`src/hdl/lruoc_pkg.sv`:
```
// Package: types, codes and defaults for the LRU object cache table.
package lruoc_pkg;

  localparam int DefaultEntries = 5;
  localparam int SlotW          = 6;

  typedef enum logic [1:0] {
    OP_LOOKUP = 2'd0,
    OP_INSERT = 2'd1,
    OP_CLEAR  = 2'd2
  } op_e;

  typedef enum logic [3:0] {
    ST_IDLE  = 4'b0001,
    ST_SCAN  = 4'b0010,
    ST_WRITE = 4'b0100,
    ST_DONE  = 4'b1000
  } state_e;

  typedef struct packed {
    logic [1:0]  kind;
    logic [31:0] texture_pair;
    logic [31:0] fog;
    logic        stretch;
    logic [15:0] handle;
    logic [30:0] last_used;
  } entry_t;

endpackage

```
`src/hdl/lruoc_req_if.sv`:
```
// Request channel interface of the LRU object cache table.
interface lruoc_req_if;
  logic        valid;
  logic        ready;
  logic [1:0]  operation;
  logic [1:0]  kind;
  logic [15:0] first_texture;
  logic [15:0] second_texture;
  logic [31:0] fog_color;
  logic        stretch;
  logic [30:0] now_ms;
  logic [15:0] new_handle;

  modport source (
    output valid, operation, kind, first_texture, second_texture, fog_color, stretch,
           now_ms, new_handle,
    input  ready
  );
  modport sink (
    input  valid, operation, kind, first_texture, second_texture, fog_color, stretch,
           now_ms, new_handle,
    output ready
  );
endinterface

```
`src/hdl/lruoc_rsp_if.sv`:
```
// Result channel interface of the LRU object cache table.
interface lruoc_rsp_if;
  logic        valid;
  logic        ready;
  logic        hit;
  logic [5:0]  slot;
  logic [15:0] found_handle;
  logic        evicted;
  logic [15:0] evicted_handle;

  modport source (
    output valid, hit, slot, found_handle, evicted, evicted_handle,
    input  ready
  );
  modport sink (
    input  valid, hit, slot, found_handle, evicted, evicted_handle,
    output ready
  );
endinterface

```
`src/hdl/lruoc_ram.sv`:
```
// Generic single-clock RAM: one write port, one read port, registered read data.
module lruoc_ram #(
  parameter int WIDTH = 8,
  parameter int DEPTH = 4,
  localparam int AW = (DEPTH > 1) ? $clog2(DEPTH) : 1
) (
  input  logic             clk_i,
  input  logic             we_i,
  input  logic [AW-1:0]    waddr_i,
  input  logic [WIDTH-1:0] wdata_i,
  input  logic [AW-1:0]    raddr_i,
  output logic [WIDTH-1:0] rdata_o
);

  logic [WIDTH-1:0] mem_q [DEPTH];
  logic [WIDTH-1:0] rdata_q;

  always_ff @(posedge clk_i) begin
    if (we_i) begin
      mem_q[waddr_i] <= wdata_i;
    end
    rdata_q <= mem_q[raddr_i];
  end

  assign rdata_o = rdata_q;

endmodule

```
`src/hdl/lru_object_cache_table_core.sv`:
```
// Top level of the LRU object cache table: sequencer around the entry RAM.
//
// Usage: requests arrive on req (valid/ready); one result per request leaves
// on rsp (valid/ready). A lookup scans the entries in index order through the
// entry RAM, one read per cycle, and on a hit writes back the new last-used
// time. An insert takes the lowest free slot from the valid flops; when all
// are valid it scans every entry for the oldest time and overwrites it.
// Clear drops all valid bits when the request is accepted.
// The next request is taken in the cycle after the result is loaded into the
// output register: one request is handled at a time, and a new one is not
// accepted until the sequencer is back in idle.
// Reset clears all valid bits and the sequencer; RAM contents need no reset.
// A stalled result stays in the output register; the next request is still
// taken and processed, and its result waits until the register frees up.
module lru_object_cache_table_core
  import lruoc_pkg::*;
#(
  parameter int ENTRIES = DefaultEntries
) (
  input  logic        clk_i,
  input  logic        rst_ni,
  lruoc_req_if.sink   req,
  lruoc_rsp_if.source rsp
);

  localparam int AW = (ENTRIES > 1) ? $clog2(ENTRIES) : 1;
  localparam int CW = $clog2(ENTRIES + 1);

  state_e             state_q, state_d;
  logic [ENTRIES-1:0] valid_q, valid_d;
  logic [CW-1:0]      idx_q, idx_d;
  logic               chk_q, chk_d;
  logic [AW-1:0]      chk_idx_q, chk_idx_d;
  logic [AW-1:0]      target_q, target_d;
  logic [AW-1:0]      best_idx_q, best_idx_d;
  logic [30:0]        best_time_q, best_time_d;
  logic [15:0]        best_handle_q, best_handle_d;

  logic [1:0]  op_q, op_d;
  logic [1:0]  kind_q, kind_d;
  logic [31:0] pair_q, pair_d;
  logic [31:0] fog_q, fog_d;
  logic        str_q, str_d;
  logic [30:0] now_q, now_d;
  logic [15:0] handle_q, handle_d;

  logic             res_hit_q, res_hit_d;
  logic [SlotW-1:0] res_slot_q, res_slot_d;
  logic [15:0]      res_found_q, res_found_d;
  logic             res_evicted_q, res_evicted_d;
  logic [15:0]      res_evh_q, res_evh_d;

  logic             out_valid_q, out_valid_d;
  logic             out_hit_q, out_hit_d;
  logic [SlotW-1:0] out_slot_q, out_slot_d;
  logic [15:0]      out_found_q, out_found_d;
  logic             out_evicted_q, out_evicted_d;
  logic [15:0]      out_evh_q, out_evh_d;

  logic          ram_we;
  logic [AW-1:0] ram_raddr;
  entry_t        ram_wdata;
  entry_t        ent;

  logic          have_free;
  logic [AW-1:0] free_idx;
  logic          match;
  logic          older;
  logic          last;
  logic          req_fire;

  lruoc_ram #(
    .WIDTH ($bits(entry_t)),
    .DEPTH (ENTRIES)
  ) u_ram (
    .clk_i   (clk_i),
    .we_i    (ram_we),
    .waddr_i (target_q),
    .wdata_i (ram_wdata),
    .raddr_i (ram_raddr),
    .rdata_o (ent)
  );

  assign req.ready = (state_q == ST_IDLE);
  assign req_fire  = req.valid && req.ready;

  always_comb begin
    have_free = 1'b0;
    free_idx  = '0;
    for (int i = ENTRIES - 1; i >= 0; i--) begin
      if (!valid_q[i]) begin
        have_free = 1'b1;
        free_idx  = AW'(i);
      end
    end
  end

  assign match = valid_q[chk_idx_q] && (ent.kind == kind_q) && (ent.texture_pair == pair_q) &&
                 (ent.fog == fog_q) && (ent.stretch == str_q);
  assign older = (chk_idx_q == '0) || (ent.last_used < best_time_q);
  assign last  = (chk_idx_q == AW'(ENTRIES - 1));

  always_comb begin
    ram_wdata.kind         = kind_q;
    ram_wdata.texture_pair = pair_q;
    ram_wdata.fog          = fog_q;
    ram_wdata.stretch      = str_q;
    ram_wdata.handle       = (op_q == OP_INSERT) ? handle_q : res_found_q;
    ram_wdata.last_used    = now_q;
  end

  always_comb begin
    state_d       = state_q;
    valid_d       = valid_q;
    idx_d         = idx_q;
    chk_d         = chk_q;
    chk_idx_d     = chk_idx_q;
    target_d      = target_q;
    best_idx_d    = best_idx_q;
    best_time_d   = best_time_q;
    best_handle_d = best_handle_q;
    op_d          = op_q;
    kind_d        = kind_q;
    pair_d        = pair_q;
    fog_d         = fog_q;
    str_d         = str_q;
    now_d         = now_q;
    handle_d      = handle_q;
    res_hit_d     = res_hit_q;
    res_slot_d    = res_slot_q;
    res_found_d   = res_found_q;
    res_evicted_d = res_evicted_q;
    res_evh_d     = res_evh_q;
    out_valid_d   = out_valid_q;
    out_hit_d     = out_hit_q;
    out_slot_d    = out_slot_q;
    out_found_d   = out_found_q;
    out_evicted_d = out_evicted_q;
    out_evh_d     = out_evh_q;
    ram_we        = 1'b0;
    ram_raddr     = idx_q[AW-1:0];

    if (out_valid_q && rsp.ready) begin
      out_valid_d = 1'b0;
    end

    unique case (state_q)
      ST_IDLE: begin
        if (req_fire) begin
          op_d          = req.operation;
          kind_d        = req.kind;
          pair_d        = {req.second_texture, req.first_texture};
          fog_d         = req.fog_color;
          str_d         = req.stretch;
          now_d         = req.now_ms;
          handle_d      = req.new_handle;
          res_hit_d     = 1'b0;
          res_slot_d    = '0;
          res_found_d   = '0;
          res_evicted_d = 1'b0;
          res_evh_d     = '0;
          idx_d         = '0;
          chk_d         = 1'b0;
          case (req.operation)
            OP_LOOKUP: state_d = ST_SCAN;
            OP_INSERT: begin
              if (have_free) begin
                target_d = free_idx;
                state_d  = ST_WRITE;
              end else begin
                state_d = ST_SCAN;
              end
            end
            OP_CLEAR: begin
              valid_d = '0;
              state_d = ST_DONE;
            end
            default: state_d = ST_DONE;
          endcase
        end
      end
      ST_SCAN: begin
        if (chk_q) begin
          if (op_q == OP_LOOKUP) begin
            if (match) begin
              res_hit_d   = 1'b1;
              res_slot_d  = SlotW'(chk_idx_q);
              res_found_d = ent.handle;
              target_d    = chk_idx_q;
              state_d     = ST_WRITE;
            end else if (last) begin
              state_d = ST_DONE;
            end
          end else begin
            if (older) begin
              best_idx_d    = chk_idx_q;
              best_time_d   = ent.last_used;
              best_handle_d = ent.handle;
            end
            if (last) begin
              target_d      = older ? chk_idx_q : best_idx_q;
              res_evicted_d = 1'b1;
              res_evh_d     = older ? ent.handle : best_handle_q;
              state_d       = ST_WRITE;
            end
          end
        end
        if ((state_d == ST_SCAN) && (idx_q < CW'(ENTRIES))) begin
          chk_d     = 1'b1;
          chk_idx_d = idx_q[AW-1:0];
          idx_d     = idx_q + CW'(1);
        end else begin
          chk_d = 1'b0;
        end
      end
      ST_WRITE: begin
        ram_we            = 1'b1;
        valid_d[target_q] = 1'b1;
        res_slot_d        = SlotW'(target_q);
        state_d           = ST_DONE;
      end
      ST_DONE: begin
        if (!out_valid_q || rsp.ready) begin
          out_valid_d   = 1'b1;
          out_hit_d     = res_hit_q;
          out_slot_d    = res_slot_q;
          out_found_d   = res_found_q;
          out_evicted_d = res_evicted_q;
          out_evh_d     = res_evh_q;
          state_d       = ST_IDLE;
        end
      end
      default: state_d = ST_IDLE;
    endcase
  end

  always_ff @(posedge clk_i or negedge rst_ni) begin
    if (!rst_ni) begin
      state_q     <= ST_IDLE;
      valid_q     <= '0;
      chk_q       <= 1'b0;
      out_valid_q <= 1'b0;
    end else begin
      state_q     <= state_d;
      valid_q     <= valid_d;
      chk_q       <= chk_d;
      out_valid_q <= out_valid_d;
    end
  end

  always_ff @(posedge clk_i) begin
    idx_q         <= idx_d;
    chk_idx_q     <= chk_idx_d;
    target_q      <= target_d;
    best_idx_q    <= best_idx_d;
    best_time_q   <= best_time_d;
    best_handle_q <= best_handle_d;
    op_q          <= op_d;
    kind_q        <= kind_d;
    pair_q        <= pair_d;
    fog_q         <= fog_d;
    str_q         <= str_d;
    now_q         <= now_d;
    handle_q      <= handle_d;
    res_hit_q     <= res_hit_d;
    res_slot_q    <= res_slot_d;
    res_found_q   <= res_found_d;
    res_evicted_q <= res_evicted_d;
    res_evh_q     <= res_evh_d;
    out_hit_q     <= out_hit_d;
    out_slot_q    <= out_slot_d;
    out_found_q   <= out_found_d;
    out_evicted_q <= out_evicted_d;
    out_evh_q     <= out_evh_d;
  end

  assign rsp.valid          = out_valid_q;
  assign rsp.hit            = out_hit_q;
  assign rsp.slot           = out_slot_q;
  assign rsp.found_handle   = out_found_q;
  assign rsp.evicted        = out_evicted_q;
  assign rsp.evicted_handle = out_evh_q;

  a_accept_leaves_idle: assert property (@(posedge clk_i) disable iff (!rst_ni)
    req_fire |=> (state_q != ST_IDLE))
    else $error("sequencer stayed idle after a request");

  a_write_sets_valid: assert property (@(posedge clk_i) disable iff (!rst_ni)
    (state_q == ST_WRITE) |=> valid_q[$past(target_q)])
    else $error("written entry not marked valid");

  a_hit_no_evict: assert property (@(posedge clk_i) disable iff (!rst_ni)
    (rsp.valid && rsp.hit) |-> !rsp.evicted)
    else $error("result reports hit and eviction together");

  a_miss_no_handle: assert property (@(posedge clk_i) disable iff (!rst_ni)
    (rsp.valid && !rsp.hit) |-> (rsp.found_handle == '0))
    else $error("found handle nonzero without a hit");

endmodule
```
`src/flat_wrapper.sv`:
```
// flat-port wrapper written by rule: the top's interface ports become plain ports
module lru_object_cache_table_core_flat import lruoc_pkg::*;
#(
  parameter int ENTRIES = DefaultEntries
)
  (clk_i, rst_ni, req_valid, req_operation, req_kind, req_first_texture, req_second_texture, req_fog_color, req_stretch, req_now_ms, req_new_handle, req_ready, rsp_valid, rsp_hit, rsp_slot, rsp_found_handle, rsp_evicted, rsp_evicted_handle, rsp_ready);
  lruoc_req_if req_i ();
  lruoc_rsp_if rsp_i ();
  input  logic clk_i;
  input  logic rst_ni;
  input wire logic [$bits(req_i.valid)-1:0] req_valid;
  input wire logic [$bits(req_i.operation)-1:0] req_operation;
  input wire logic [$bits(req_i.kind)-1:0] req_kind;
  input wire logic [$bits(req_i.first_texture)-1:0] req_first_texture;
  input wire logic [$bits(req_i.second_texture)-1:0] req_second_texture;
  input wire logic [$bits(req_i.fog_color)-1:0] req_fog_color;
  input wire logic [$bits(req_i.stretch)-1:0] req_stretch;
  input wire logic [$bits(req_i.now_ms)-1:0] req_now_ms;
  input wire logic [$bits(req_i.new_handle)-1:0] req_new_handle;
  output wire logic [$bits(req_i.ready)-1:0] req_ready;
  output wire logic [$bits(rsp_i.valid)-1:0] rsp_valid;
  output wire logic [$bits(rsp_i.hit)-1:0] rsp_hit;
  output wire logic [$bits(rsp_i.slot)-1:0] rsp_slot;
  output wire logic [$bits(rsp_i.found_handle)-1:0] rsp_found_handle;
  output wire logic [$bits(rsp_i.evicted)-1:0] rsp_evicted;
  output wire logic [$bits(rsp_i.evicted_handle)-1:0] rsp_evicted_handle;
  input wire logic [$bits(rsp_i.ready)-1:0] rsp_ready;
  assign req_i.valid = req_valid;
  assign req_i.operation = req_operation;
  assign req_i.kind = req_kind;
  assign req_i.first_texture = req_first_texture;
  assign req_i.second_texture = req_second_texture;
  assign req_i.fog_color = req_fog_color;
  assign req_i.stretch = req_stretch;
  assign req_i.now_ms = req_now_ms;
  assign req_i.new_handle = req_new_handle;
  assign req_ready = req_i.ready;
  assign rsp_valid = rsp_i.valid;
  assign rsp_hit = rsp_i.hit;
  assign rsp_slot = rsp_i.slot;
  assign rsp_found_handle = rsp_i.found_handle;
  assign rsp_evicted = rsp_i.evicted;
  assign rsp_evicted_handle = rsp_i.evicted_handle;
  assign rsp_i.ready = rsp_ready;
  lru_object_cache_table_core #(.ENTRIES(ENTRIES)) u_core (.clk_i(clk_i), .rst_ni(rst_ni), .req(req_i), .rsp(rsp_i));
endmodule
```
`config.mk`:
```
export PLATFORM = sky130hd
export DESIGN_NAME = lru_object_cache_table_core_flat
export DESIGN_NICKNAME = d
export VERILOG_FILES = /design/src/hdl/lruoc_pkg.sv /design/src/hdl/lruoc_req_if.sv /design/src/hdl/lruoc_rsp_if.sv /design/src/hdl/lruoc_ram.sv /design/src/hdl/lru_object_cache_table_core.sv /design/src/flat_wrapper.sv
export SDC_FILE = /design/constraint.sdc
export NUM_CORES = 1
export LEC_CHECK = 0
export ABC_AREA = 0
export BUFFER_PORTS_ARGS = -buffer_cell sky130_fd_sc_hd__buf_2
export CAP_MARGIN = 10
export CORE_ASPECT_RATIO = 0.9
export CORE_MARGIN = 2
export CORE_UTILIZATION = 50
export DETAILED_ROUTE_END_ITERATION = 16
export PLACE_DENSITY = 0.67
export SLEW_MARGIN = 20
export SYNTH_ARGS = -nofsm -noshare
export SYNTH_HDL_FRONTEND = slang
export SYNTH_SLANG_ARGS = --single-unit
```
`constraint.sdc`:
```
create_clock -name clk_i -period 38.3 [get_ports clk_i]
set_clock_uncertainty 0.05 [all_clocks]
set_input_delay 5.745 -clock clk_i [delete_from_list [all_inputs] [get_ports clk_i]]
set_output_delay 5.745 -clock clk_i [all_outputs]
set_load 0.02 [all_outputs]
```
==> metrics.cfg, run 1 <==
[timing]
slew_headroom = 0.320
maxSlewViolCount = 0
post-route-period-util = 0.202
tns_ns = 0
fin_crit_ns = 7.72
fmax_ghz = 0.130
rsz0062_at_grt = no
tightestPinTransition_ns = 1.02
setup_viol = 0
hold_viol = 0

[global_route]
grt_start_max_net_pins = 116
busiest_layer = met2
met2_usage = 0.289
use_met1 = 0.250
grt_pass1_wl_mm = 94.1
grt-ovfl-total = 0
grt_use_met3 = 0.0332
antenna_found_initial = 1
grt_pass1_vias = 15800
grt_use_total = 0.178

[die]
dieArea_mm2 = 0.0702
pin_count = 162
core_area_mm2 = 0.0672
die_y_um = 252
initial_core_util = 0.507
fp-row-count = 90
fp.dieW_um = 279

[clocking]
htreeDepth = 3
clkSinkCount = 944
cts_resized = 0
numCtsBuffers = 91
cts_tree = yes
clk_pin_slew_ns = 0.06
hold_buffers = 0
post_cts_buffers = 0
cts_buffer_depth = 3
clock_latency_ns = 0.64
root_buffer = clkbuf_16

[layout]
n_antenna_cell = 0
fillers = 4918
regArea_mm2 = 0.0272
final_nets = 1972
multiInputGateArea_mm2 = 0.00658
area_delta_synth_final_pct = 14.0
drive_gt1_frac = 0.311
final_cells = 2766

[yosys]
synth-edff-count = 819
ys.flop_type = edfxtp_1
synthCells = 1603
seq_area_frac_synth = 0.797
synth_seq_cells = 944
syn_avg_cell_area_um2 = 21.2
synthArstFlopShare = 0.0117
synth_warnings = 0
synth.distinct_cells = 60
syn_area_mm2 = 0.0341

[setup_path]
crit_required_ns = 32.50
setup.worst_path.start = u_core.state_q[0]
end_kind = output pin
cp-start-kind = flop
arrival_ns = 1.92
path_max_fanout = 6
ff2ff_path_depth = 7
timing.rr.start = u_core.state_q[1]
crit_type = reg2out
reg2reg_slack_ns = 34.45

[placed_design]
gp_congestion = 0.783
io_buffers = 158
post-dp-hpwl_mm = 33.9
placedCellCount = 2602

[hold_path]
hold_depth = 0
hold_class = reg2reg
min_from = u_core.res_evh_q[7]

[drt]
routed_wl_mm = 61.5
wl_per_cell_um = 22.2
via_count = 15200
drt_first_iter_violations = 1234
ant_nets = 0
dr.pass1.iters = 5
drc_errors = 0
viasPerCell = 5.48

[power_and_ir_drop]
p_leak_nw = 13.1
power_w = 0.00271
irDropWorstVdd_uv = 51.0
power.density_mw_per_mm2 = 69.8

[run]
max_cap_violations = 0

[run_status]
status = finished, final reports clean

cells by family after synthesis:
logic type | share of synthesized area
adders and majority gates | 0.0114
buffers and inverters | 0.0112
AOI/OAI and AO/OA | 0.0125
muxes | 0.127
xor gates and xnor gates | 0.0175
DFF | 0.797
other | 0.000110
and+or+nand+nor | 0.0233
routing by layer:
| layer | wire, um | up-vias |
|---|---|---|
| met2 | 29700 | 411 |
| met5 | 0 | - |
| li1 | - | 6792 |
| met4 | 1240 | 0 |
| met1 | 27600 | 7857 |
| met3 | 2990 | 93 |
power by group:
part | switching [W] | internal, W | total (W)
clock network | 0.000367 | 0.000494 | 0.000861
registers | 0.0000913 | 0.00132 | 0.00141
logic | 0.000231 | 0.000206 | 0.000437
total | 0.000689 | 0.00202 | 0.00271
cells in the final DEF, fill, tap and decap left out, drive strengths merged, types with 4 or more instances in the layout:
master / instances
edfxtp: 819
buf: 178
mux2: 148
clkbuf: 128
mux4: 114
dfxtp: 114
xnor2: 52
inv: 41
nand2: 34
and2: 34
ha: 31
clkinv: 21
nor2: 19
nand4: 17
xor2: 16
a21oi: 15
o21ai: 15
dfrtp: 10
nor4: 9
nand3: 7
o21a: 5
a21o: 5
clkinvlp: 5
bufinv: 4
o211ai: 4
sequential cells by signal (all words and copies together) (netlist names), 3 cells and up:
name                       count
u_core.u_ram.mem_q           570
u_core.u_ram.rdata_o         114
u_core.fog_q                  32
u_core.pair_q                 32
u_core.best_time_q            31
u_core.now_q                  31
u_core.best_handle_q          16
u_core.handle_q               16
u_core.res_evh_q              16
u_core.res_found_q            16
u_core.rsp.evicted_handle     16
u_core.rsp.found_handle       16
u_core.valid_q                 5
u_core.state_q                 4
u_core.best_idx_q              3
u_core.chk_idx_q               3
u_core.idx_q                   3
u_core.res_slot_q              3
u_core.rsp.slot                3
u_core.target_q                3
final cells by class:
type | count | area share
sequential | 944 | 0.700
multi-input combinational | 571 | 0.170
clock buffer | 128 | 0.0659
tap | 874 | 0.0282
timing repair buffer | 178 | 0.0250
clock inverter | 36 | 0.00828
inverter | 35 | 0.00351
cells in the mapped netlist (4+ instances only):
library cell | instances | area, um2
a21o_1 | 5 | 37.5
mux4_2 | 114 | 2570
xor2_1 | 16 | 140
buf_2 | 12 | 60.1
nand3_1 | 7 | 35.0
dfxtp_1 | 114 | 2280
nor2_1 | 19 | 71.3
a21oi_1 | 15 | 75.1
clkbuf_1 | 32 | 120
mux2_4 | 13 | 195
o21ai_0 | 13 | 65.1
mux2_2 | 135 | 1520
nor4_1 | 8 | 50.1
buf_4 | 4 | 30.0
nand4_1 | 16 | 100
nand2_1 | 34 | 128
xnor2_1 | 52 | 455
buf_1 | 5 | 18.8
ha_1 | 31 | 388
edfxtp_1 | 819 | 24600
o21a_1 | 5 | 37.5
inv_1 | 35 | 131
dfrtp_1 | 10 | 250
and2_1 | 33 | 206
final timing paths:
kind                                           endpoint
min in group asynchronous             u_core.state_q[2]
hold / removal             u_core.rsp.evicted_handle[7]
setup reg to reg              u_core.u_ram.mem_q[2][98]
hold reg to reg            u_core.rsp.evicted_handle[7]
setup / recovery                              req_ready
max in group asynchronous             u_core.state_q[0]
metrics by stage:
stage | setup slack [ns] | hold WS (ns) | utilization | instance area, um2
6_report | 30.58 | 0.364 | 0.577 | 38800
3_5_place_dp | 30.28 | 0.355 | 0.534 | 35900
4_1_cts | 30.56 | 0.365 | 0.577 | 38800
2_1_floorplan | 25.91 | 0.350 | - | 34100
3_3_place_gp | 30.33 | 0.357 | 0.534 | 35900
5_1_grt | 30.47 | 0.368 | 0.577 | 38800
critical path, cell delays in order, from the launching register on:
cell and delay (ns):
dfstp_2 0.55, nor4b_2 0.46, buf_2 0.27
No activity file was read; power rests on OpenSTA's default activity.
==> inputs of run 2 (changes only) <==
ABC_AREA = 1   (was 0)
PLACE_DENSITY = 0.7   (was 0.67)
clock period = 6.3 ns   (was 38.3 ns; I/O delays follow)
==> metrics.cfg, run 2 <==
[global_route]
grt-ovfl-total = 0  ; unchanged
grt_use_total = 0.201  ; +0.0231
antenna_found_initial = 2  ; +1
grt_pass1_wl_mm = 111  ; +18%
grt_start_max_net_pins = 150  ; +29%
grt_pass1_vias = 20200  ; +27%

[power_and_ir_drop]
p_leak_nw = 14.4  ; +9.7%
swShare = 0.291  ; +0.0368
intPower_w = 0.0123  ; +510%
irDropWorstVdd_uv = 271  ; +430%
p_clk_frac = 0.317  ; about the same
combPwrFrac = 0.184  ; +0.023
power_w = 0.0174  ; +540%
p_sw_w = 0.00506  ; +630%
power_frac_seq = 0.499  ; -0.022
power.density_mw_per_mm2 = 437  ; +530%

[layout]
regArea_mm2 = 0.0272  ; unchanged
mostFrequentLayoutCells = edfxtp_1, nor2_1, o21ai_0, inv_1, buf_2
multiInputGateArea_mm2 = 0.00674  ; +2.4%
largest_reg_flops = 570  ; unchanged
area_delta_synth_final_pct = 13.9  ; about the same
top_register = u_core.u_ram.mem_q
drive_gt1_frac = 0.140  ; -0.172
final_nets = 2928  ; +48%
layout_commonest_cell = edfxtp_1
fillers = 5323  ; +8.2%

[clocking]
hold_buffers = 0  ; unchanged
numCtsBuffers = 92  ; +1.1%
post_cts_buffers = 0  ; unchanged
clk_pin_slew_ns = 0.06  ; about the same
cts_buffer_depth = 3  ; unchanged
cts_tree = yes
clkSinkCount = 944  ; unchanged
htreeDepth = 3  ; unchanged
cts_resized = 0  ; unchanged
clock_latency_ns = 0.64  ; about the same
root_buffer = clkbuf_16

[yosys]
ys.flop_type = edfxtp_1
synth_top_cell_area_share = 0.704  ; -0.0182
synth_seq_cells = 944  ; unchanged
syn_avg_cell_area_um2 = 13.3  ; -37%
synth.distinct_cells = 46  ; -23%
synth_commonest_cells = edfxtp_1, nor2_1, o21ai_0, inv_1, nand2_1
synthCells = 2617  ; +63%
seq_area_frac_synth = 0.777  ; -0.0201
syn_area_mm2 = 0.0349  ; +2.6%
synth.most_common_cell = edfxtp_1
yosys-top-cells-area = edfxtp_1, nor2_1, dfxtp_1
synth_warnings = 0  ; unchanged
synth_top_cell_by_area = edfxtp_1
synth-edff-count = 819  ; unchanged
synthArstFlopShare = 0.0117  ; unchanged

[hold_path]
hold_class = in2async

[timing]
fin_crit_ns = 3.14
hold_viol = 0  ; unchanged
tightestPinTransition_ns = 1.12  ; +0.101 ns
timing.hold.ws_ns = 0.128  ; -0.237 ns
tns_ns = 0  ; unchanged
post-route-period-util = 0.498
setup_viol = 0  ; unchanged
rsz0062_at_grt = no
slew_headroom = 0.254  ; -0.0658
maxSlewViolCount = 0  ; unchanged
fmax_ghz = 0.319
worst_slack_ns = 3.16  ; -27.42 ns

[setup_path]
path_max_fanout = 65  ; +59
crit_type = reg2reg
cp-start-kind = flop
ff2ff_path_depth = 9  ; +2
critPathSlowestCell = buf_4
cpPeakStageDelay_ns = 0.77  ; +0.22 ns
crit_required_ns = 6.52  ; -25.98 ns
arrival_ns = 3.36  ; +1.44 ns
path_cells = nand3_1 > nor2_4 > buf_4 > inv_1 > nand2_1 > inv_1 > nor2_2 > nand3_1 > a221oi_1
end_kind = flop

[placed_design]
gp_congestion = 0.834  ; +6.5%
post-dp-hpwl_mm = 37.8  ; +12%
io_buffers = 158  ; unchanged
dp_slack_ns = 2.89  ; -27.39 ns

[die]
dieArea_mm2 = 0.0720  ; +2.5%
die_y_um = 255  ; +1.3%
core_area_mm2 = 0.0689  ; +2.5%
pin_count = 162  ; unchanged
fp-row-count = 91  ; +1.1%
initial_core_util = 0.507  ; +0.000578
fp.dieW_um = 283  ; +1.3%

[drt]
wl_per_cell_um = 18.8  ; -15%
dr.pass1.iters = 6  ; +1
drc_errors = 0  ; unchanged
viasPerCell = 5.29  ; -3.4%
via_count = 20100  ; +32%
routed_wl_mm = 71.4  ; +16%
drt_first_iter_violations = 2008  ; +63%
ant_nets = 0  ; unchanged

[run]
max_cap_violations = 0  ; unchanged

[run_status]
status = finished, final reports clean

==> run 2: cells by family (layout without fill, tap and decap cells) <==
family	after synthesis	count (layout)	synth area share
AO/OA/AOI/OAI	411	411	0.0660
buffers and inverters	281	519	0.0317
flip-flops	944	944	0.777
XOR/XNOR	28	28	0.00702
multiplexers	16	16	0.00516
AND/OR/NAND/NOR	905	905	0.102
adder cells (fa/ha/maj)	31	31	0.0111
other	1	4	0.000107
==> run 2: layer usage <==
| metal | routed length, um | track usage | part of all wire | vias up |
|---|---|---|---|---|
| met5 | 0 | 0 | 0 | - |
| met3 | 4690 | 0.0349 | 0.066 | 117 |
| met2 | 34200 | 0.332 | 0.48 | 666 |
| met1 | 31000 | 0.276 | 0.43 | 9788 |
| met4 | 1490 | 0.0605 | 0.021 | 0 |
| li1 | - | - | - | 9481 |
==> run 2: final timing paths <==
path                                 startpoint                            end  slack (ns)
hold reg to reg            u_core.res_evh_q[14]  u_core.rsp.evicted_handle[14]        0.37
setup / recovery              u_core.state_q[0]             u_core.target_q[0]        3.16
setup reg to reg              u_core.state_q[0]             u_core.target_q[0]        3.16
min in group clk_i         u_core.res_evh_q[14]  u_core.rsp.evicted_handle[14]        0.37
max in group asynchronous                rst_ni              u_core.state_q[0]        5.79
hold / removal                           rst_ni               u_core.rsp.valid        0.13
==> run 2: worst max-delay path, delay by kind of cell (launching register included) <==
kind / cells / cell delay (ns)
buf+inv: 3 / 0.99
simple gates: 5 / 0.73
flops: 1 / 0.58
compound gates: 1 / 0.43
==> run 2: per-stage QoR <==
| stage | cells | utilization | area, um2 |
|---|---|---|---|
| finish | 3788 | 0.578 | 39800 |
| global route | 3787 | 0.578 | 39800 |
| CTS | 3787 | 0.578 | 39800 |
| detailed placement | 3613 | 0.533 | 36700 |
| global placement | 3613 | 0.533 | 36700 |
| floorplan | 2619 | - | 34900 |
==> run 2: cell type report <==
type,count,area share
diodes,1,0.0000629
clock buffers,133,0.0674
clock inverters,41,0.0103
inverters,168,0.0162
multi-input cells,1394,0.169
flip-flops and latches,944,0.682
well taps,930,0.0292
repair buffers,177,0.0250
==> run 2: power by group through the flow <==
stage | clock network (W) | registers, W | logic (W)
6_report | 0.00551 | 0.00868 | 0.00319
5_1_grt | 0.00585 | 0.00878 | 0.00362
4_1_cts | 0.00560 | 0.00868 | 0.00323
3_5_place_dp | 0 | 0.00880 | 0.00320
3_3_place_gp | 0 | 0.00874 | 0.00307
2_1_floorplan | 0 | 0.00863 | 0.00229
==> inputs of run 3 (changes only) <==
PLACE_DENSITY = 0.67   (was 0.7)
clock period = 3.2 ns   (was 6.3 ns; I/O delays follow)
==> metrics.cfg, run 3 (synthesized netlist as in run 2, its figures left out) <==
[layout]
mostFrequentLayoutCells = edfxtp_1, nor2_1, o21ai_0, inv_1, buf_2
regArea_mm2 = 0.0272  ; unchanged
multiInputGateArea_mm2 = 0.00677  ; +0.37%
drive_gt1_frac = 0.142  ; +0.00215
utilization = 0.599  ; +0.0216
final_cells = 3913  ; +3.3%
final_nets = 3055  ; +4.3%
area_delta_synth_final_pct = 18.2
design_area_mm2 = 0.0413  ; +3.7%
largest_reg_flops = 570  ; unchanged
top_register = u_core.u_ram.mem_q
n_antenna_cell = 0  ; -1
fillers = 5177  ; -2.7%
layout_commonest_cell = edfxtp_1

[timing]
slew_headroom = 0.449  ; +0.195
fmax_ghz = 0.374  ; +17%
setup_viol = 0  ; unchanged
post-route-period-util = 0.836  ; +0.337
fin_crit_ns = 2.67  ; -0.466 ns
timing.hold.ws_ns = 0.0219  ; -0.106 ns
rsz0062_at_grt = no
tns_ns = 0  ; unchanged
maxSlewViolCount = 0  ; unchanged
tightestPinTransition_ns = 0.825  ; -0.294 ns
hold_viol = 0  ; unchanged

[clocking]
clock_latency_ns = 0.63  ; about the same
root_buffer = clkbuf_16
cts_buffer_depth = 3  ; unchanged
cts_tree = yes
cts_resized = 0  ; unchanged
numCtsBuffers = 91  ; -1.1%
htreeDepth = 3  ; unchanged
clk_pin_slew_ns = 0.06  ; about the same
clkSinkCount = 944  ; unchanged
post_cts_buffers = 0  ; unchanged

[drt]
drc_errors = 0  ; unchanged
dr.pass1.iters = 6  ; unchanged
viasPerCell = 5.23  ; -1.2%
drt_first_iter_violations = 1837  ; -8.5%
via_count = 20500  ; +2.1%
ant_nets = 0  ; unchanged
routed_wl_mm = 73.9  ; +3.6%
wl_per_cell_um = 18.9  ; +0.27%

[hold_path]
hold_class = in2reg
min_from = req_fog_color[10]

[die]
initial_core_util = 0.507  ; unchanged
core_area_mm2 = 0.0689  ; unchanged
pin_count = 162  ; unchanged
dieArea_mm2 = 0.0720  ; unchanged
die_y_um = 255  ; unchanged
fp-row-count = 91  ; unchanged
fp.dieW_um = 283  ; unchanged

[power_and_ir_drop]
power_frac_seq = 0.491  ; -0.008
swShare = 0.291  ; -0.000584
combPwrFrac = 0.192  ; +0.008
irDropWorstVdd_uv = 639  ; +140%
intPower_w = 0.0246  ; +100%
p_clk_frac = 0.317  ; about the same
power.density_mw_per_mm2 = 841  ; +93%
p_sw_w = 0.0101  ; +99%
p_leak_nw = 15.0  ; +4.3%

[global_route]
grt_pass1_vias = 20100  ; -0.23%
grt_use_total = 0.206  ; +0.00505
antenna_found_initial = 0  ; -2
grt-ovfl-total = 0  ; unchanged
grt_start_max_net_pins = 153  ; +2.0%
grt_pass1_wl_mm = 113  ; +2.1%

[setup_path]
cpLargestDelayFamily = simple AND/OR/NAND/NOR gates
crit_type = reg2reg
critPathSlowestCell = edfxtp_1
crit_required_ns = 3.46  ; -3.06 ns
arrival_ns = 2.93  ; -0.43 ns
path_cells = nor2_1 > nor2_1 > nor2_1 > nand2_1 > nor2_1 > nand2_1 > nor2_1 > nand4_1 > inv_1 > nor2_1 > nor2_4 > buf_4
path_max_fanout = 17  ; -74%
setup.worst_path.start = u_core.pair_q[18]
critPathMostFrequentCell = nor2_1
end_kind = flop
reg2reg_slack_ns = 0.53  ; -2.63 ns
cpPeakStageDelay_ns = 0.47  ; -0.30 ns
crit_buf_inv = 2  ; -1
timing.rr.start = u_core.pair_q[18]
cp-start-kind = flop

[placed_design]
io_buffers = 158  ; unchanged
post-dp-hpwl_mm = 40.3  ; +6.6%
gp_congestion = 0.870  ; +4.2%
place_area_mm2 = 0.0371  ; +1.2%
placedCellCount = 3638  ; +0.69%

[run]
max_cap_violations = 0  ; unchanged

[run_status]
status = finished, final reports clean

==> run 3: changes by cell type in the layout (fill, tap and decap cells not counted), sizes merged <==
cell	delta
dlygate4sd3	+103
buf	+25
clkbuf	-11
bufinv	+5
clkinv	+5
inv	-2
clkinvlp	+1
diode	-1
==> run 3: what timing repair did <==
action | 4_1_cts | 5_1_grt
hold buffers | 101 | 2
hold endpoints to repair | 111 | 2
endpoints found under the setup margin | 0 | 0
==> run 3: stage by stage <==
stage	power (W)	setup slack (ns)
floorplan	0.0215	-1.18
global placement	0.0236	0.618
detailed placement	0.0239	0.583
CTS	0.0350	0.558
global route	0.0364	0.369
finish	0.0347	0.526
==> run 3: power by group through the flow <==
stage | combinational [W] | clock, W | sequential (W)
after floorplan | 0.00454 | 0 | 0.0169
after global placement | 0.00642 | 0 | 0.0172
after detailed placement | 0.00659 | 0 | 0.0173
after CTS | 0.00673 | 0.0112 | 0.0170
after global routing | 0.00747 | 0.0117 | 0.0172
final | 0.00665 | 0.0110 | 0.0170
==> run 3: area by class of cell <==
cell class | count | share of cell area
flip-flops and latches | 944 | 0.658
multi-input cells | 1394 | 0.164
clock buffers | 122 | 0.0612
repair buffers | 305 | 0.0591
well taps | 930 | 0.0282
inverters | 168 | 0.0156
clock inverters | 50 | 0.0142
==> run 3: metal layers <==
layer / wire length, um / GRT usage / part of all wire
met5: 0 / 0 / 0
met2: 35700 / 0.344 / 0.48
met4: 1280 / 0.0491 / 0.017
met3: 4070 / 0.0299 / 0.055
met1: 32900 / 0.288 / 0.44
==> run 3: final timing paths <==
path,cells after the start,to
worst max register to register,12,u_core.res_found_q[7]
worst max-delay path,12,u_core.res_found_q[7]
worst min-delay path,1,u_core.fog_q[10]
max in group asynchronous,2,u_core.state_q[0]
worst min register to register,0,u_core.rsp.evicted_handle[10]
min in group asynchronous,2,u_core.rsp.valid
